$ cat config.mk
export PLATFORM = sky130hd
export DESIGN_NAME = sols_cell
export DESIGN_NICKNAME = d
export VERILOG_FILES = /design/src/rtl/core/sols_pkg.sv /design/src/rtl/core/sols_cell.sv
export SDC_FILE = /design/constraint.sdc
export NUM_CORES = 1
export LEC_CHECK = 0
export ABC_AREA = 1
export BUFFER_PORTS_ARGS = -buffer_cell sky130_fd_sc_hd__buf_2
export CORE_ASPECT_RATIO = 0.75
export CORE_MARGIN = 2
export CORE_UTILIZATION = 48
export DETAILED_ROUTE_END_ITERATION = 6
export GPL_ROUTABILITY_DRIVEN = 0
export PLACE_DENSITY_LB_ADDON = 0.12
export SYNTH_ARGS = -nofsm -noshare
export SYNTH_HDL_FRONTEND = slang
export SYNTH_SLANG_ARGS = --single-unit
$ cat constraint.sdc
create_clock -name i_clk -period 3.72 [get_ports i_clk]
set_clock_uncertainty 0.1 [all_clocks]
set_input_delay 0.93 -clock i_clk [delete_from_list [all_inputs] [get_ports i_clk]]
set_output_delay 0.93 -clock i_clk [all_outputs]
set_load 0.005 [all_outputs]
$ cat src/rtl/core/sols_pkg.sv
// Package for the self-organising key table search block.
// Holds sizes, request/result payload types, cell command and hit types.
// No dependencies.
`timescale 1ns / 1ps

package sols_pkg;

    localparam int TABLE_DEPTH = 256;
    localparam int KEY_BITS    = 16;
    localparam int POS_BITS    = 8;
    localparam int IDX_W       = $clog2(TABLE_DEPTH);
    localparam int CNT_W       = $clog2(TABLE_DEPTH + 1);
    localparam int TREE_LEAVES = 1 << IDX_W;
    localparam int LAT_W       = $clog2(IDX_W + 1);

    // Request operation codes
    localparam logic OP_APPEND = 1'b0;
    localparam logic OP_SEARCH = 1'b1;

    // Reorder mode codes
    localparam logic [1:0] MODE_NONE = 2'd0;
    localparam logic [1:0] MODE_MTF  = 2'd1;
    localparam logic [1:0] MODE_SWAP = 2'd2;

    typedef struct packed {
        logic                operation;
        logic [KEY_BITS-1:0] key;
    } t_req;

    typedef struct packed {
        logic                found;
        logic [POS_BITS-1:0] position;
        logic                full_error;
    } t_res;

    typedef enum logic [1:0] {
        CMD_HOLD,
        CMD_WRITE,
        CMD_MTF,
        CMD_SWAP
    } t_cell_op;

    typedef struct packed {
        t_cell_op            op;
        logic [KEY_BITS-1:0] key;
        logic [IDX_W-1:0]    hit;
        logic [CNT_W-1:0]    count;
    } t_cell_cmd;

    typedef struct packed {
        logic             valid;
        logic [IDX_W-1:0] idx;
    } t_hit;

endpackage

$ cat src/rtl/core/sols_cell.sv
// One table cell: holds a key, compares it with the broadcast key and
// takes a new key on append, move-to-front shift or swap. Uses sols_pkg.
`timescale 1ns / 1ps

module sols_cell
    import sols_pkg::*;
(
    input  logic                i_clk,
    input  logic [IDX_W-1:0]    i_idx,
    input  t_cell_cmd           i_cmd,
    input  logic [KEY_BITS-1:0] i_prev_key,
    input  logic [KEY_BITS-1:0] i_first_key,
    output logic [KEY_BITS-1:0] o_key,
    output logic                o_match
);

    logic [KEY_BITS-1:0] r_key;
    logic                r_match;
    logic                w_is_first;
    logic                w_in_use;

    assign w_is_first = (i_idx == '0);
    assign w_in_use   = (CNT_W'(i_idx) < i_cmd.count);

    // Compare against the broadcast key every cycle
    always_ff @(posedge i_clk) begin
        r_match <= w_in_use && (r_key == i_cmd.key);
    end

    // Update the stored key as commanded
    always_ff @(posedge i_clk) begin
        case (i_cmd.op)
            CMD_WRITE: begin
                if (CNT_W'(i_idx) == i_cmd.count) begin
                    r_key <= i_cmd.key;
                end
            end
            CMD_MTF: begin
                if (w_is_first) begin
                    r_key <= i_cmd.key;
                end else if (i_idx <= i_cmd.hit) begin
                    r_key <= i_prev_key;
                end
            end
            CMD_SWAP: begin
                if (w_is_first) begin
                    r_key <= i_cmd.key;
                end else if (i_idx == i_cmd.hit) begin
                    r_key <= i_first_key;
                end
            end
            default: begin
                r_key <= r_key;
            end
        endcase
    end

    assign o_key   = r_key;
    assign o_match = r_match;

endmodule

==> results.yml <==
routing:
  antenna_left: 0
  drc: 0
  vias: 2387
  wl_um: 5541
  viasPerCell: 4.881
  drtIter0Drc: 115
  wl_per_cell_um: 11.33
  dr.pass1.iters: 5
clock_tree:
  ctsHoldBuffers: 0
  cts.sinks: 17
  clk_latency_ns: 0.26
  post_cts_resized: 0
  clk_path_buf_depth: 2
  htree_levels: 1
  path_clk_slew_ns: 0.07
  cts_tree: "done"
  cts_made_buffers: 3
  ctsRootBufferMaster: "clkbuf_8"
  cts_setup_buffers: 0
sta:
  rsz0062_at_grt: "false"
  holdWs_ns: 0.6702
  worstMarginPinSlew_ns: 0.5225
  setup-tns-final_ns: 0
  fin_crit_sh_pct: 69.57
  slew_violations: 0
  fmax_mhz: 386.4
  slew_headroom_pct: 65.13
  period_minus_slack_ns: 2.588
  finalSetupViolations: 0
  hold_viol: 0
synth:
  synth_nets: 438
  synth_area_leader_cell: "nand2_1"
  synth_area_sq_um: 2024
  synth_area_per_cell_sq_um: 5.851
  synth-edff-count: 16
  ys_seq_area_share_pct: 24.72
  synth_cell_types: 25
  ys_seq_elements: 17
  ys_top_cells_by_count: "nand2_1, inv_1, nor2_1"
  synth.area.top_cells: "nand2_1, edfxtp_1, ha_1"
  ys_async_sr_fraction_pct: 0
  netlist.area_leader.share_pct: 28.00
  ys_warn_count: 0
  yosysMostFrequentCell: "nand2_1"
  synthFlopType: "edfxtp_1"
  synth_cells: 346
global_route:
  grt_usage_pct: 23.52
  antenna_found_initial: 0
  grt_pass1_wl_um: 8473
  overflow: 0
  grt_max_degree: 33
  grt_pass1_vias: 1975
final_layout:
  antenna_cells: 0
  synthToLayoutAreaGrowth_pct: 26.51
  multi_input_area_sq_um: 1289
  nets: 527
  drive_gt1_share_pct: 25.58
  fillerInstances: 411
  regArea_sq_um: 500.5
  final_area_sq_um: 2561
placed_design:
  io_buffers: 92
  hpwl_um: 4303
  place_area_sq_um: 2515
worst_setup_path:
  critPathCaptureType: "register"
  startpoint_type: "primary input"
  worstSetupPathType: "primary input to register"
  cp.arrival_ns: 2.44
  cp_data_required_time_ns: 3.57
  rr_worst_depth: 7
  worstPathMaxFanout: 32
outcome:
  status: "finished clean"
die:
  die-area_sq_um: 4758
  coreArea_sq_um: 4054
  die_w_um: 78.99
  start_util_pct: 49.94
  die_h_um: 60.24
  rows: 20
  io_pins: 93
min_path:
  min_path_cells: 7
  hp-class: "register to register"
pwr:
  peakVddDrop_v: 0.0001486
  p_total_mw: 0.5990
  p_leak_nw: 1.506
  powerDensity_nw_per_um2: 233.9
run:
  maxCapViolations: 0
-- placed cells by master (no fill, tap or decap), types with 5 or more instances in the layout --
| cell type | count |
|---|---|
| buf_2 | 92 |
| o21ai_0 | 33 |
| nand3_1 | 13 |
| nor2_1 | 36 |
| nand2_2 | 5 |
| inv_1 | 46 |
| nand2_1 | 151 |
| edfxtp_1 | 16 |
| a21oi_1 | 5 |
| ha_1 | 16 |
-- through the flow --
| stage | setup slack, ns | cells | util (%) |
|---|---|---|---|
| 2_1_floorplan | 0.7815 | 346 | - |
| 3_3_place_gp | 0.9116 | 485 | 62.04 |
| 3_5_place_dp | 0.8784 | 485 | 62.04 |
| 4_1_cts | 1.143 | 489 | 63.18 |
| 5_1_grt | 0.9541 | 489 | 63.18 |
| 6_report | 1.132 | 489 | 63.18 |
-- critical path, cell delays in order --
cell     delay (ns)
buf_2          0.11
nor2_1         0.20
nand2_2        0.34
o21ai_0        0.37
nor2_1         0.09
a21oi_2        0.13
buf_4          0.25
-- cells by family after synthesis --
logic type,count (synthesis),synth area share [%]
simple gates,213,42.77
buf+inv,58,11.80
compound gates,41,10.38
flops,17,24.72
fa+ha+maj,16,9.889
xor+xnor,1,0.4327
-- sequential cells by signal (all words and copies together), names as in the netlist --
signal,count
o_key,16
o_match,1
-- worst paths after layout --
| check | from | to | slack [ns] |
|---|---|---|---|
| max reg2reg | o_key[9]$_DFFE_PP_ | o_match$_DFF_P_ | 2.50 |
| min | o_key[7]$_DFFE_PP_ | o_match$_DFF_P_ | 0.67 |
| max | i_idx[5] | o_key[10]$_DFFE_PP_ | 1.13 |
| min reg2reg | o_key[7]$_DFFE_PP_ | o_match$_DFF_P_ | 0.67 |
-- per-layer routing --
metal	GRT usage (%)	routed length [um]
met1	31.66	2592
met2	38.50	2376
met3	5.438	539
met4	6.158	33
met5	0	0
-- final cells by class --
class	count	share of cell area, %
Clock buffer	3	1.612
Sequential cell	17	19.54
Clock inverter	1	0.1954
Multi-Input combinational cell	271	50.32
Timing Repair Buffer	94	18.56
Tap cell	55	2.687
Inverter	48	7.084
-- where the power goes --
group	internal (mW)	switching (mW)
registers	0.235	0.0151
logic	0.0925	0.117
clock network	0.0745	0.0651
Power figures use the tool's default switching activity.
