==> config.mk <==
export PLATFORM = sky130hd
export DESIGN_NAME = sols_ptree
export DESIGN_NICKNAME = d
export VERILOG_FILES = /design/src/rtl/core/sols_pkg.sv /design/src/rtl/core/sols_ptree.sv
export SDC_FILE = /design/constraint.sdc
export NUM_CORES = 1
export LEC_CHECK = 0
export ABC_AREA = 1
export BUFFER_PORTS_ARGS = -buffer_cell sky130_fd_sc_hd__buf_4
export CORE_MARGIN = 2
export CORE_UTILIZATION = 28
export CTS_CLUSTER_SIZE = 10
export DETAILED_ROUTE_END_ITERATION = 8
export PLACE_DENSITY_LB_ADDON = 0.2
export SYNTH_ARGS = -nofsm -noshare
export SYNTH_HDL_FRONTEND = slang
export SYNTH_SLANG_ARGS = --single-unit
export TNS_END_PERCENT = 100
==> constraint.sdc <==
create_clock -name i_clk -period 0.9 [get_ports i_clk]
set_clock_uncertainty 0.2 [all_clocks]
set_input_delay 0 -clock i_clk [delete_from_list [all_inputs] [get_ports i_clk]]
set_output_delay 0 -clock i_clk [all_outputs]
set_load 0.05 [all_outputs]
==> src/rtl/core/sols_pkg.sv <==
// Package for the self-organising key table search block.
// Holds sizes, request/result payload types, cell command and hit types.
// No dependencies.
`timescale 1ns / 1ps

package sols_pkg;

    localparam int TABLE_DEPTH = 256;
    localparam int KEY_BITS    = 16;
    localparam int POS_BITS    = 8;
    localparam int IDX_W       = $clog2(TABLE_DEPTH);
    localparam int CNT_W       = $clog2(TABLE_DEPTH + 1);
    localparam int TREE_LEAVES = 1 << IDX_W;
    localparam int LAT_W       = $clog2(IDX_W + 1);

    // Request operation codes
    localparam logic OP_APPEND = 1'b0;
    localparam logic OP_SEARCH = 1'b1;

    // Reorder mode codes
    localparam logic [1:0] MODE_NONE = 2'd0;
    localparam logic [1:0] MODE_MTF  = 2'd1;
    localparam logic [1:0] MODE_SWAP = 2'd2;

    typedef struct packed {
        logic                operation;
        logic [KEY_BITS-1:0] key;
    } t_req;

    typedef struct packed {
        logic                found;
        logic [POS_BITS-1:0] position;
        logic                full_error;
    } t_res;

    typedef enum logic [1:0] {
        CMD_HOLD,
        CMD_WRITE,
        CMD_MTF,
        CMD_SWAP
    } t_cell_op;

    typedef struct packed {
        t_cell_op            op;
        logic [KEY_BITS-1:0] key;
        logic [IDX_W-1:0]    hit;
        logic [CNT_W-1:0]    count;
    } t_cell_cmd;

    typedef struct packed {
        logic             valid;
        logic [IDX_W-1:0] idx;
    } t_hit;

endpackage

==> src/rtl/core/sols_ptree.sv <==
// Registered priority tree: finds the lowest-index set match bit, with
// a register at each tree level. Uses sols_pkg.
`timescale 1ns / 1ps

module sols_ptree
    import sols_pkg::*;
(
    input  logic                   i_clk,
    input  logic [TABLE_DEPTH-1:0] i_match,
    output t_hit                   o_hit
);

    logic [TREE_LEAVES-1:0] w_leaf;
    t_hit                   r_node [1:TREE_LEAVES-1];

    // Pad the leaves up to a power of two
    for (genvar i = 0; i < TREE_LEAVES; i++) begin : g_leaf
        if (i < TABLE_DEPTH) begin : g_used
            assign w_leaf[i] = i_match[i];
        end else begin : g_pad
            assign w_leaf[i] = 1'b0;
        end
    end

    // Each node keeps the left child when it holds a match
    for (genvar n = 1; n < TREE_LEAVES; n++) begin : g_node
        if (2 * n >= TREE_LEAVES) begin : g_bottom
            always_ff @(posedge i_clk) begin
                r_node[n].valid <= w_leaf[2*n-TREE_LEAVES] | w_leaf[2*n+1-TREE_LEAVES];
                r_node[n].idx   <= w_leaf[2*n-TREE_LEAVES] ? IDX_W'(2*n-TREE_LEAVES)
                                                           : IDX_W'(2*n+1-TREE_LEAVES);
            end
        end else begin : g_upper
            always_ff @(posedge i_clk) begin
                r_node[n].valid <= r_node[2*n].valid | r_node[2*n+1].valid;
                r_node[n].idx   <= r_node[2*n].valid ? r_node[2*n].idx
                                                     : r_node[2*n+1].idx;
            end
        end
    end

    assign o_hit = r_node[1];

endmodule

==> impl_results.md, run 1 <==
- Outcome: finished, violations left
- Failing checks: hold timing, setup timing
- Via count of the first global-routing pass: ~15,000
- Mean area per synthesized cell: 10.2 µm²
- Flip-flop count of the largest register after layout: approximately 760
- Leak: 0.0148 µW
- Unrepaired setup endpoints after global routing: true
- Crit path buf inv count: 1
- Crit Path Category: reg2out
- Final estimated routing congestion in global placement: 0.736
- CTS tree: yes
- Post-layout nets: 2,978
- Worst Path Required: 0.70 ns
- Delay contributed by the slowest stage of the critical path: 0.35 ns
- Sequential-to-total area share from yosys stat: 73.6%
- Area share of the largest cell type after synthesis: 73.6%
- Crit-path leading delay family: flip-flops
- Initial cell density of the core: between 20 and 30%
- Global-route total usage across every layer: 10.8%
- Largest register by flop count: r_node
- Power density over the cells: 2320 nW/µm²
- Sum of routed wire length over all layers: about 41,000 µm
- Total of flip-flops plus latches after synthesis: 757
- Clock root buffer master: sky130_fd_sc_hd__clkbuf_16
- Sum of negative setup slack: -7.36 ns
- Transition at the pin with the smallest max-transition slack: about 0.19 ns
- Overall Power: 70,600 µW
- Share of cells above drive strength 1: 30.7%
- Final Util: 41.8%
- Critical Path Start Type: flop
- Final setup viols: 69
- Registers with the most flip-flops: r_node x757
- Worst Setup End Kind: output pin
- Maximum number of pins on one net before global-route repair: 13
- Ranking of synthesized cells by area: sky130_fd_sc_hd__dfxtp_1 74%, sky130_fd_sc_hd__nand2_1 14%, sky130_fd_sc_hd__or2_2 7.5%
- Ports: 266
- Time the worst path needs with I/O delays and setup: 1.31 ns
- Total via count after detailed routing: 13,800
- Site Rows: 99
- Number of vias per cell: ~3.7
- Total number of yosys warnings: 0
- Number of antenna violations at the first check in global routing: 2
- First-pass GRT wire length: roughly 66,000 µm
- Max-cap violation count: 0
- Antenna-violating nets left: 0
- First-pass iteration count of the detailed router: 4
- Worst hold path type: in2reg
- DR DRC count: 0
- Number of max-slew violations in the final report: 0
- Clock Latency Late Sink: slightly above 0.6 ns
- Final cell count without fillers: 3,708
- Die area: roughly 76,000 µm²
- Filler Cells Inserted: 6,860
- Number of clock sinks: 757
- Die Width: around 280 µm
- Total instance count after detailed placement: around 3,200
- CP arrival: 1.11 ns
- Leading area contributor after synthesis: sky130_fd_sc_hd__dfxtp_1
- Worst setup margin: -0.410 ns
- H-tree depth: 3
- Overflow left after global routing: 0
- Count of mapped cells out of synthesis: 2,020
- Cell area after synthesis: 20,600 µm²
- Max stage delay cell, worst path: sky130_fd_sc_hd__dfxtp_2
- Worst-case headroom to the max-slew limit: 87.2%
- Cell breakdown of the critical path: buf_8
- Max Buffers Root-to-Sink: 3
- Distinct cell type count of the synthesized netlist: 9
- CTS clock-pin slew for the worst setup and hold paths: 0.05 ns
- Top fanout value on the critical path: 1
- Drt initial violations: 425
- Cts bufs inserted: 89
- Routed length per placed instance: 10.9 µm
- Hold Violations, Final: 186
- Min Hold Slack: -0.385 ns
- Die boundary height: 275 µm
- Synth-to-Final Area Change: 48.0%
- Number of buffers added on ports: about 270
- Upper clock frequency limit: 764 MHz
- Ratio of final minimum period to clock period: 146%
- Worst-case vdd ir drop: between 1000 and 1500 µV
- Final HPWL DP: 26,300 µm
- Core region area: about 73,000 µm²
- Net count after synthesis: 2,277
timing repair:
| item | 4_1_cts | 5_1_grt |
|---|---|---|
| resized for setup | 183 | 108 |
| hold endpoints to repair | 256 | 247 |
| setup endpoints to repair | 146 | 363 |
| cloned | 0 | 0 |
| pin swaps | 6 | 39 |
| hold buffers | 383 | 64 |
| setup buffers | 26 | 1 |
synthesized netlist by cell type, drive strengths merged:
cell,number
nand2,741
buf,12
or2,255
inv,255
dfxtp,757
metrics by stage:
stage / instance area [µm²] / setup WS, ns / hold slack, ns
2_1_floorplan: 20800 / -0.0182 / -0.143
3_3_place_gp: 23900 / -0.130 / -0.0444
3_5_place_dp: 23900 / -0.164 / -0.0428
4_1_cts: 30800 / -0.483 / -0.144
5_1_grt: 30500 / -0.474 / -0.395
6_report: 30500 / -0.410 / -0.385
worst paths after layout:
check	from	to	slack, ns	depth (start not counted)
setup / recovery	r_node[0][17]	o_hit[8]	-0.41	1
hold / removal	i_match[120]	r_node[5][260]	-0.38	3
setup reg to reg	r_node[0][116]	r_node[0][62]	-0.02	1
hold reg to reg	r_node[6][98]	r_node[3][46]	0.20	1
power by group:
group | switching (µW) | total (µW) | internal, µW
sequential | 564 | 35700 | 35200
clock | 12600 | 31300 | 18700
combinational | 1190 | 3580 | 2390
total | 14400 | 70600 | 56200
kinds of logic (layout without fill, tap and decap cells):
family	Yosys count	in the layout	share of synthesized area, %
flip-flops	757	757	73.6
AND/OR/NAND/NOR	996	996	21.3
other	0	2	0
buffers and inverters	267	994	5.15
metal layers:
| metal | wire, µm | vias to the layer above | global-route usage (%) |
|---|---|---|---|
| met2 | 20400 | 247 | 19.6 |
| met1 | 16900 | 6157 | 11.7 |
| met4 | 1570 | 0 | 5.56 |
| li1 | - | 7268 | - |
| met5 | 0 | - | 0 |
| met3 | 1720 | 116 | 2.64 |
placed cells by master, fill, tap and decap left out:
master,count
sky130_fd_sc_hd__inv_1,225
sky130_fd_sc_hd__nand2_1,712
sky130_fd_sc_hd__inv_4,8
sky130_fd_sc_hd__clkbuf_1,13
sky130_fd_sc_hd__or2_4,126
sky130_fd_sc_hd__clkbuf_2,1
sky130_fd_sc_hd__diode_2,2
sky130_fd_sc_hd__nand2_4,1
sky130_fd_sc_hd__dlygate4sd3_1,320
sky130_fd_sc_hd__dfxtp_4,26
sky130_fd_sc_hd__buf_4,277
sky130_fd_sc_hd__inv_16,1
sky130_fd_sc_hd__inv_2,20
sky130_fd_sc_hd__dlymetal6s4s_1,8
sky130_fd_sc_hd__buf_6,7
sky130_fd_sc_hd__bufinv_16,1
sky130_fd_sc_hd__dfxtp_2,111
sky130_fd_sc_hd__nand2_2,28
sky130_fd_sc_hd__clkinv_16,1
sky130_fd_sc_hd__clkinv_2,1
sky130_fd_sc_hd__or2_2,123
sky130_fd_sc_hd__clkbuf_8,4
sky130_fd_sc_hd__clkinvlp_4,3
sky130_fd_sc_hd__or2_1,6
sky130_fd_sc_hd__dfxtp_1,620
sky130_fd_sc_hd__inv_6,3
sky130_fd_sc_hd__clkbuf_16,91
sky130_fd_sc_hd__clkinv_8,1
sky130_fd_sc_hd__buf_8,9
area by class of cell:
cell class | count | area [µm²] | share of cell area, %
Timing Repair Buffer | 622 | 5600 | 18.4
Clock buffer | 108 | 2380 | 7.81
Inverter | 255 | 987 | 3.24
Multi-Input combinational cell | 996 | 4770 | 15.7
Antenna cell | 2 | 5.00 | 0.0164
Sequential cell | 757 | 15400 | 50.5
Clock inverter | 9 | 133 | 0.435
Tap cell | 959 | 1200 | 3.94
(Power assumes the default switching activity.)
==> run 2, diff against run 1 <==
--- a/config.mk
+++ b/config.mk
@@ -12,6 +12,7 @@
 export CTS_CLUSTER_SIZE = 10
 export DETAILED_ROUTE_END_ITERATION = 8
 export PLACE_DENSITY_LB_ADDON = 0.2
+export RECOVER_POWER = 25
 export SYNTH_ARGS = -nofsm -noshare
 export SYNTH_HDL_FRONTEND = slang
 export SYNTH_SLANG_ARGS = --single-unit
==> run 2 against run 1 <==
Net effect:
- the flow still finishes with violations (hold timing, setup timing)
- die area did not move
- setup slack barely moved
- final cell count did not move
- highest routed layer unchanged
==> impl_results.md, run 2 (same netlist as run 1, synthesis figures left out) <==
- Crit-path leading delay family: flip-flops
- Final cell count without fillers: 3,708 (unchanged)
- Time the worst path needs with I/O delays and setup: 1.31 ns (+0.000293 ns)
- Critical Path Start Type: flop
- Commonest cells after routing, fill and taps aside: 712 x sky130_fd_sc_hd__nand2_1, 620 x sky130_fd_sc_hd__dfxtp_1, 320 x sky130_fd_sc_hd__dlygate4sd3_1
- H-tree depth: 3 (unchanged)
- CTS tree: yes
- Ratio of final minimum period to clock period: 146% (about the same)
- Final setup viols: 69 (unchanged)
- Die boundary height: 275 µm (unchanged)
- Overflow left after global routing: 0 (unchanged)
- Number of vias per cell: 3.72 (about the same)
- Worst hold path type: in2reg
- Flip-flop count of the largest register after layout: 757 (unchanged)
- Via count of the first global-routing pass: 14,800 (unchanged)
- Hold Violations, Final: 183 (-1.6%)
- Routed length per placed instance: 10.9 µm (-0.48%)
- Synth-to-Final Area Change: 46.9%
- Clock root buffer master: sky130_fd_sc_hd__clkbuf_16
- Number of buffers added on ports: 265 (unchanged)
- Power density over the cells: 2330 nW/µm² (+0.46%)
- Crit Path Category: reg2out
- Min Hold Slack: -0.362 ns (+0.0221 ns)
- Ports: 266 (unchanged)
- Number of max-slew violations in the final report: 0 (unchanged)
- Sum of negative setup slack: -7.51 ns (-0.151 ns)
- Outcome: finished, violations left
- Core region area: 72,800 µm² (unchanged)
- Most frequent standard cell in the layout excluding fill and tap cells: sky130_fd_sc_hd__nand2_1
- Overall Power: 70,500 µW (-0.23%)
- Cts bufs inserted: 89 (unchanged)
- Worst setup margin: -0.410 ns (-0.000293 ns)
- Max-cap violation count: 0 (unchanged)
- Unrepaired setup endpoints after global routing: true
- Number of clock sinks: 757 (unchanged)
- Worst-case vdd ir drop: 1370 µV (about the same)
- Leak: 0.0145 µW (-1.6%)
- Upper clock frequency limit: 763 MHz (about the same)
- Post-layout nets: 2,978 (unchanged)
- DR DRC count: 0 (unchanged)
- First-pass GRT wire length: 65,900 µm (unchanged)
- Sum of routed wire length over all layers: 40,300 µm (-0.48%)
- Die Width: 275 µm (unchanged)
- Worst Setup End Kind: output pin
- Filler Cells Inserted: 6,944 (+1.2%)
- Largest register by flop count: r_node
- Delay contributed by the slowest stage of the critical path: 0.35 ns (about the same)
- Worst Path Required: 0.70 ns (about the same)
- Max Buffers Root-to-Sink: 3 (unchanged)
- Registers with the most flip-flops: r_node x757
- Failing checks: hold timing, setup timing
- Die area: 75,700 µm² (unchanged)
- Number of antenna violations at the first check in global routing: 2 (unchanged)
- CP arrival: 1.11 ns (about the same)
- Initial cell density of the core: 28.3% (unchanged)
- First-pass iteration count of the detailed router: 4 (unchanged)
- Setup Slack @ Placement: -0.164 ns (unchanged)
- Final estimated routing congestion in global placement: 0.736 (unchanged)
- Final HPWL DP: 26,300 µm (unchanged)
- CTS clock-pin slew for the worst setup and hold paths: 0.05 ns (about the same)
- Cell breakdown of the critical path: buf_8
- Max stage delay cell, worst path: sky130_fd_sc_hd__dfxtp_2
- Maximum number of pins on one net before global-route repair: 13 (unchanged)
- Site Rows: 99 (unchanged)
- Global-route total usage across every layer: 10.8% (unchanged)
- Drt initial violations: 390 (-8.2%)
- Total via count after detailed routing: 13,800 (-0.058%)
- Total instance count after detailed placement: 3,236 (unchanged)
- Share of cells above drive strength 1: 28.7% (-2.0 points)
- Worst-case headroom to the max-slew limit: 79.7% (-7.5 points)
- Transition at the pin with the smallest max-transition slack: 0.304 ns (+0.112 ns)
- Clock Latency Late Sink: 0.62 ns (about the same)
- Top fanout value on the critical path: 1 (unchanged)
- Crit path buf inv count: 1 (unchanged)
- Antenna-violating nets left: 0 (unchanged)
==> run 2: changes by cell type in the layout (fill, tap and decap cells not counted) <==
cell / previous run / this run
sky130_fd_sc_hd__or2_4: 126 / 123
sky130_fd_sc_hd__buf_4: 277 / 140
sky130_fd_sc_hd__clkbuf_1: 13 / 65
sky130_fd_sc_hd__clkbuf_4: 0 / 85
sky130_fd_sc_hd__dlymetal6s4s_1: 8 / 6
sky130_fd_sc_hd__or2_0: 0 / 3
sky130_fd_sc_hd__clkdlybuf4s25_1: 0 / 2
==> run 2: cell type report <==
| class | instances | area (µm²) | share of cell area [%] |
|---|---|---|---|
| Inverter | 255 | 987 | 3.26 |
| Clock buffer | 108 | 2380 | 7.87 |
| Multi-Input combinational cell | 996 | 4760 | 15.7 |
| Timing Repair Buffer | 622 | 5400 | 17.8 |
| Clock inverter | 9 | 133 | 0.438 |
| Antenna cell | 2 | 5.00 | 0.0165 |
| Sequential cell | 757 | 15400 | 50.9 |
| Tap cell | 959 | 1200 | 3.97 |
==> run 2: per-stage QoR <==
stage          utilization (%)  cell area (µm²)
4_1_cts                   42.3            30800
3_5_place_dp              32.8            23900
3_3_place_gp              32.8            23900
6_report                  41.5            30300
2_1_floorplan                -            20800
5_1_grt                   41.5            30300
==> run 2: final timing paths <==
check	from	endpoint	slack [ns]	cells after the start
setup / recovery	r_node[0][17]	o_hit[8]	-0.41	1
hold / removal	i_match[120]	r_node[5][260]	-0.36	3
setup reg to reg	r_node[0][26]	r_node[0][9]	-0.02	3
hold reg to reg	r_node[6][98]	r_node[3][46]	0.20	1
==> run 2: power by group <==
part	switching, µW	leakage [µW]	internal, µW
Sequential	564	0.00625	35200
Combinational	1180	0.00708	2270
Clock	12600	0.00122	18700
Total	14300	0.0145	56100
==> run 2: per-layer routing <==
metal | vias to the layer above | GRT usage, % | share of wire [%]
met3 | 108 | 2.64 | 4.2
met5 | - | 0 | 0
met4 | 0 | 5.56 | 3.7
li1 | 7270 | - | -
met1 | 6164 | 11.7 | 41
met2 | 238 | 19.6 | 51
==> run 2: what timing repair did <==
item / 4_1_cts / 5_1_grt
hold buffers: 383 / 64
hold endpoints to repair: 256 / 247
gates resized for setup: 183 / 108
endpoints found under the setup margin: 146 / 363
buffers inserted: 26 / 1
pin swaps: 6 / 39
==> run 3, diff against run 2 <==
--- a/config.mk
+++ b/config.mk
@@ -11,7 +11,6 @@
 export CORE_UTILIZATION = 28
 export CTS_CLUSTER_SIZE = 10
 export DETAILED_ROUTE_END_ITERATION = 8
-export PLACE_DENSITY_LB_ADDON = 0.2
 export RECOVER_POWER = 25
 export SYNTH_ARGS = -nofsm -noshare
 export SYNTH_HDL_FRONTEND = slang
==> run 3 against run 2 <==
Net effect:
- the run still ends with hold timing, setup timing left
- highest routed layer is now met5
- critical path type unchanged
- wire length rose by 3.9%
- critical path depth is the same
- global-route usage rose by 0.50 points
- count of clock-buffer cells in the layout did not move
- first-iteration DRC count is 16% lower
- final cell count decreased by 0.86%
- maximum frequency shrank 0.41%
- via count fell by 1.6%
- sequential power about the same
- sequential cell count is the same
- cell area is 1.7% lower
- register-to-register slack lost 0.07 ns
==> impl_results.md, run 3 (same netlist as run 1, synthesis figures left out) <==
- Outcome: finished, violations left
- Failing checks: hold timing, setup timing
- DP Area: 23,900 µm² (+0.19%)
- Ratio of final minimum period to clock period: 146% (+0.59 points)
- CTS tree: yes
- First-pass GRT wire length: 68,000 µm (+3.1%)
- Number of antenna violations at the first check in global routing: 2 (unchanged)
- Die Width: 275 µm (unchanged)
- Max Buffers Root-to-Sink: 3 (unchanged)
- CP arrival: 1.12 ns (about the same)
- Final HPWL DP: 24,900 µm (-5.5%)
- Cell breakdown of the critical path: buf_8
- Worst setup margin: -0.415 ns (-0.00533 ns)
- DR DRC count: 0 (unchanged)
- Crit-path leading delay family: flip-flops
- Number of buffers added on ports: 265 (unchanged)
- Power density over the cells: 2360 nW/µm² (+1.3%)
- Top fanout value on the critical path: 1 (unchanged)
- Initial cell density of the core: 28.3% (unchanged)
- Die area: 75,700 µm² (unchanged)
- Flip-flop count of the largest register after layout: 757 (unchanged)
- Worst-case vdd ir drop: 1490 µV (+8.4%)
- Setup Slack @ Placement: -0.112 ns (+0.0518 ns)
- Filler Cells Inserted: 6,841 (-1.5%)
- Critical Path Start Type: flop
- Registers with the most flip-flops: r_node x757
- Delay contributed by the slowest stage of the critical path: 0.37 ns (+0.02 ns)
- Number of clock sinks: 757 (unchanged)
- Max stage delay cell, worst path: sky130_fd_sc_hd__dfxtp_4
- Largest register by flop count: r_node
- Crit path buf inv count: 1 (unchanged)
- Final setup viols: 49 (-29%)
- Area taken by flip-flops and latches: 15,400 µm² (about the same)
- Post-Layout Inst Area: 29,800 µm² (-1.7%)
- Sum of routed wire length over all layers: 41,900 µm (+3.9%)
- Share of cells above drive strength 1: 28.2% (-0.45 points)
- Max-cap violation count: 0 (unchanged)
- Maximum number of pins on one net before global-route repair: 13 (unchanged)
- Antenna-violating nets left: 0 (unchanged)
- Ports: 266 (unchanged)
- Die boundary height: 275 µm (unchanged)
- First-pass iteration count of the detailed router: 4 (unchanged)
- Routed length per placed instance: 11.4 µm (+4.8%)
- Global-route total usage across every layer: 11.3% (+0.50 points)
- Cts bufs inserted: 89 (unchanged)
- Drt initial violations: 326 (-16%)
- Worst Path Required: 0.70 ns (about the same)
- Upper clock frequency limit: 760 MHz (-0.41%)
- Site Rows: 99 (unchanged)
- H-tree depth: 3 (unchanged)
- Worst Setup End Kind: output pin
- Number of vias per cell: 3.69 (-0.72%)
- Core region area: 72,800 µm² (unchanged)
- Unrepaired setup endpoints after global routing: true
- Crit Path Category: reg2out
- Via count of the first global-routing pass: 14,900 (+0.52%)
- Synth-to-Final Area Change: 44.5%
- Transition at the pin with the smallest max-transition slack: 0.228 ns (-0.0765 ns)
- Area occupied by multi-input gates: 4750 µm² (-0.32%)
- Worst-case headroom to the max-slew limit: 84.8% (+5.1 points)
- Number of max-slew violations in the final report: 0 (unchanged)
- Time the worst path needs with I/O delays and setup: 1.32 ns (+0.00533 ns)
- Min Hold Slack: -0.0957 ns (+0.267 ns)
- Final estimated routing congestion in global placement: 0.736 (about the same)
- Overflow left after global routing: 0 (unchanged)
- Leak: 0.0143 µW (-1.8%)
- Hold Violations, Final: 223 (+22%)
- CTS clock-pin slew for the worst setup and hold paths: 0.06 ns (about the same)
- Clock Latency Late Sink: 0.61 ns (about the same)
- Clock root buffer master: sky130_fd_sc_hd__clkbuf_16
- Worst hold path type: in2reg
- Most frequent standard cell in the layout excluding fill and tap cells: sky130_fd_sc_hd__nand2_1
- Post-layout nets: 2,944 (-1.1%)
- Commonest cells after routing, fill and taps aside: 716 x sky130_fd_sc_hd__nand2_1, 620 x sky130_fd_sc_hd__dfxtp_1, 283 x sky130_fd_sc_hd__dlygate4sd3_1
- Total via count after detailed routing: 13,600 (-1.6%)
[run 3: cell types whose count changed in the layout (fill, tap and decap cells not counted), sizes merged]
cell / before / now
clkbuf: 246 / 254
dlygate4sd3: 320 / 283
inv: 257 / 258
dlymetal6s4s: 6 / 4
buf: 156 / 153
diode: 2 / 1
clkinvlp: 3 / 1
clkinv: 3 / 7
[run 3: per-stage QoR]
step           std cells  utilization [%]  setup TNS [ns]  power (µW)  hold WS (ns)
2_1_floorplan       2020                -         -0.0412       37300        -0.143
3_3_place_gp        3242             32.8           -2.17       38700       -0.0433
3_5_place_dp        3242             32.8           -3.26       38700       -0.0424
4_1_cts             3767             42.3          -35.65       71700        -0.139
5_1_grt             3676             40.9           -5.42       73300        -0.108
6_report            3676             40.9           -4.97       70200       -0.0957
[run 3: final timing paths]
check	from	endpoint	slack (ns)	cells past startpoint
max	r_node[0][12]	o_hit[3]	-0.42	1
min	i_match[196]	r_node[7][18]	-0.1	3
max reg2reg	r_node[0][26]	r_node[0][17]	-0.09	2
min reg2reg	r_node[4][224]	r_node[2][109]	0.20	1
[run 3: area by class of cell]
class	count	share of cell area, %
Clock buffer	108	7.93
Clock inverter	12	0.446
Antenna cell	1	0.00841
Timing Repair Buffer	588	16.6
Tap cell	959	4.03
Sequential cell	757	51.8
Multi-Input combinational cell	996	16.0
Inverter	255	3.26
[run 3: layer usage]
layer | track usage [%] | vias to the layer above | wire length (µm)
met1 | 12.2 | 5993 | 17400
met2 | 20.7 | 264 | 21200
met3 | 2.59 | 106 | 1710
met4 | 5.79 | 2 | 1530
met5 | 0 | - | 13
li1 | - | 7198 | -
[run 3: power breakdown]
group	total [µW]	internal (µW)	switching, µW	leakage (µW)
logic	3340	2130	1210	0.00682
registers	35700	35100	559	0.00625
clock network	31200	18600	12600	0.00122
[run 3: what timing repair did]
| action | in CTS | in global routing |
|---|---|---|
| endpoints found under the setup margin | 143 | 390 |
| pin swaps | 13 | 34 |
| hold endpoints to repair | 256 | 250 |
| setup buffers | 25 | 1 |
| gates resized for setup | 186 | 92 |
| hold buffers | 380 | 28 |
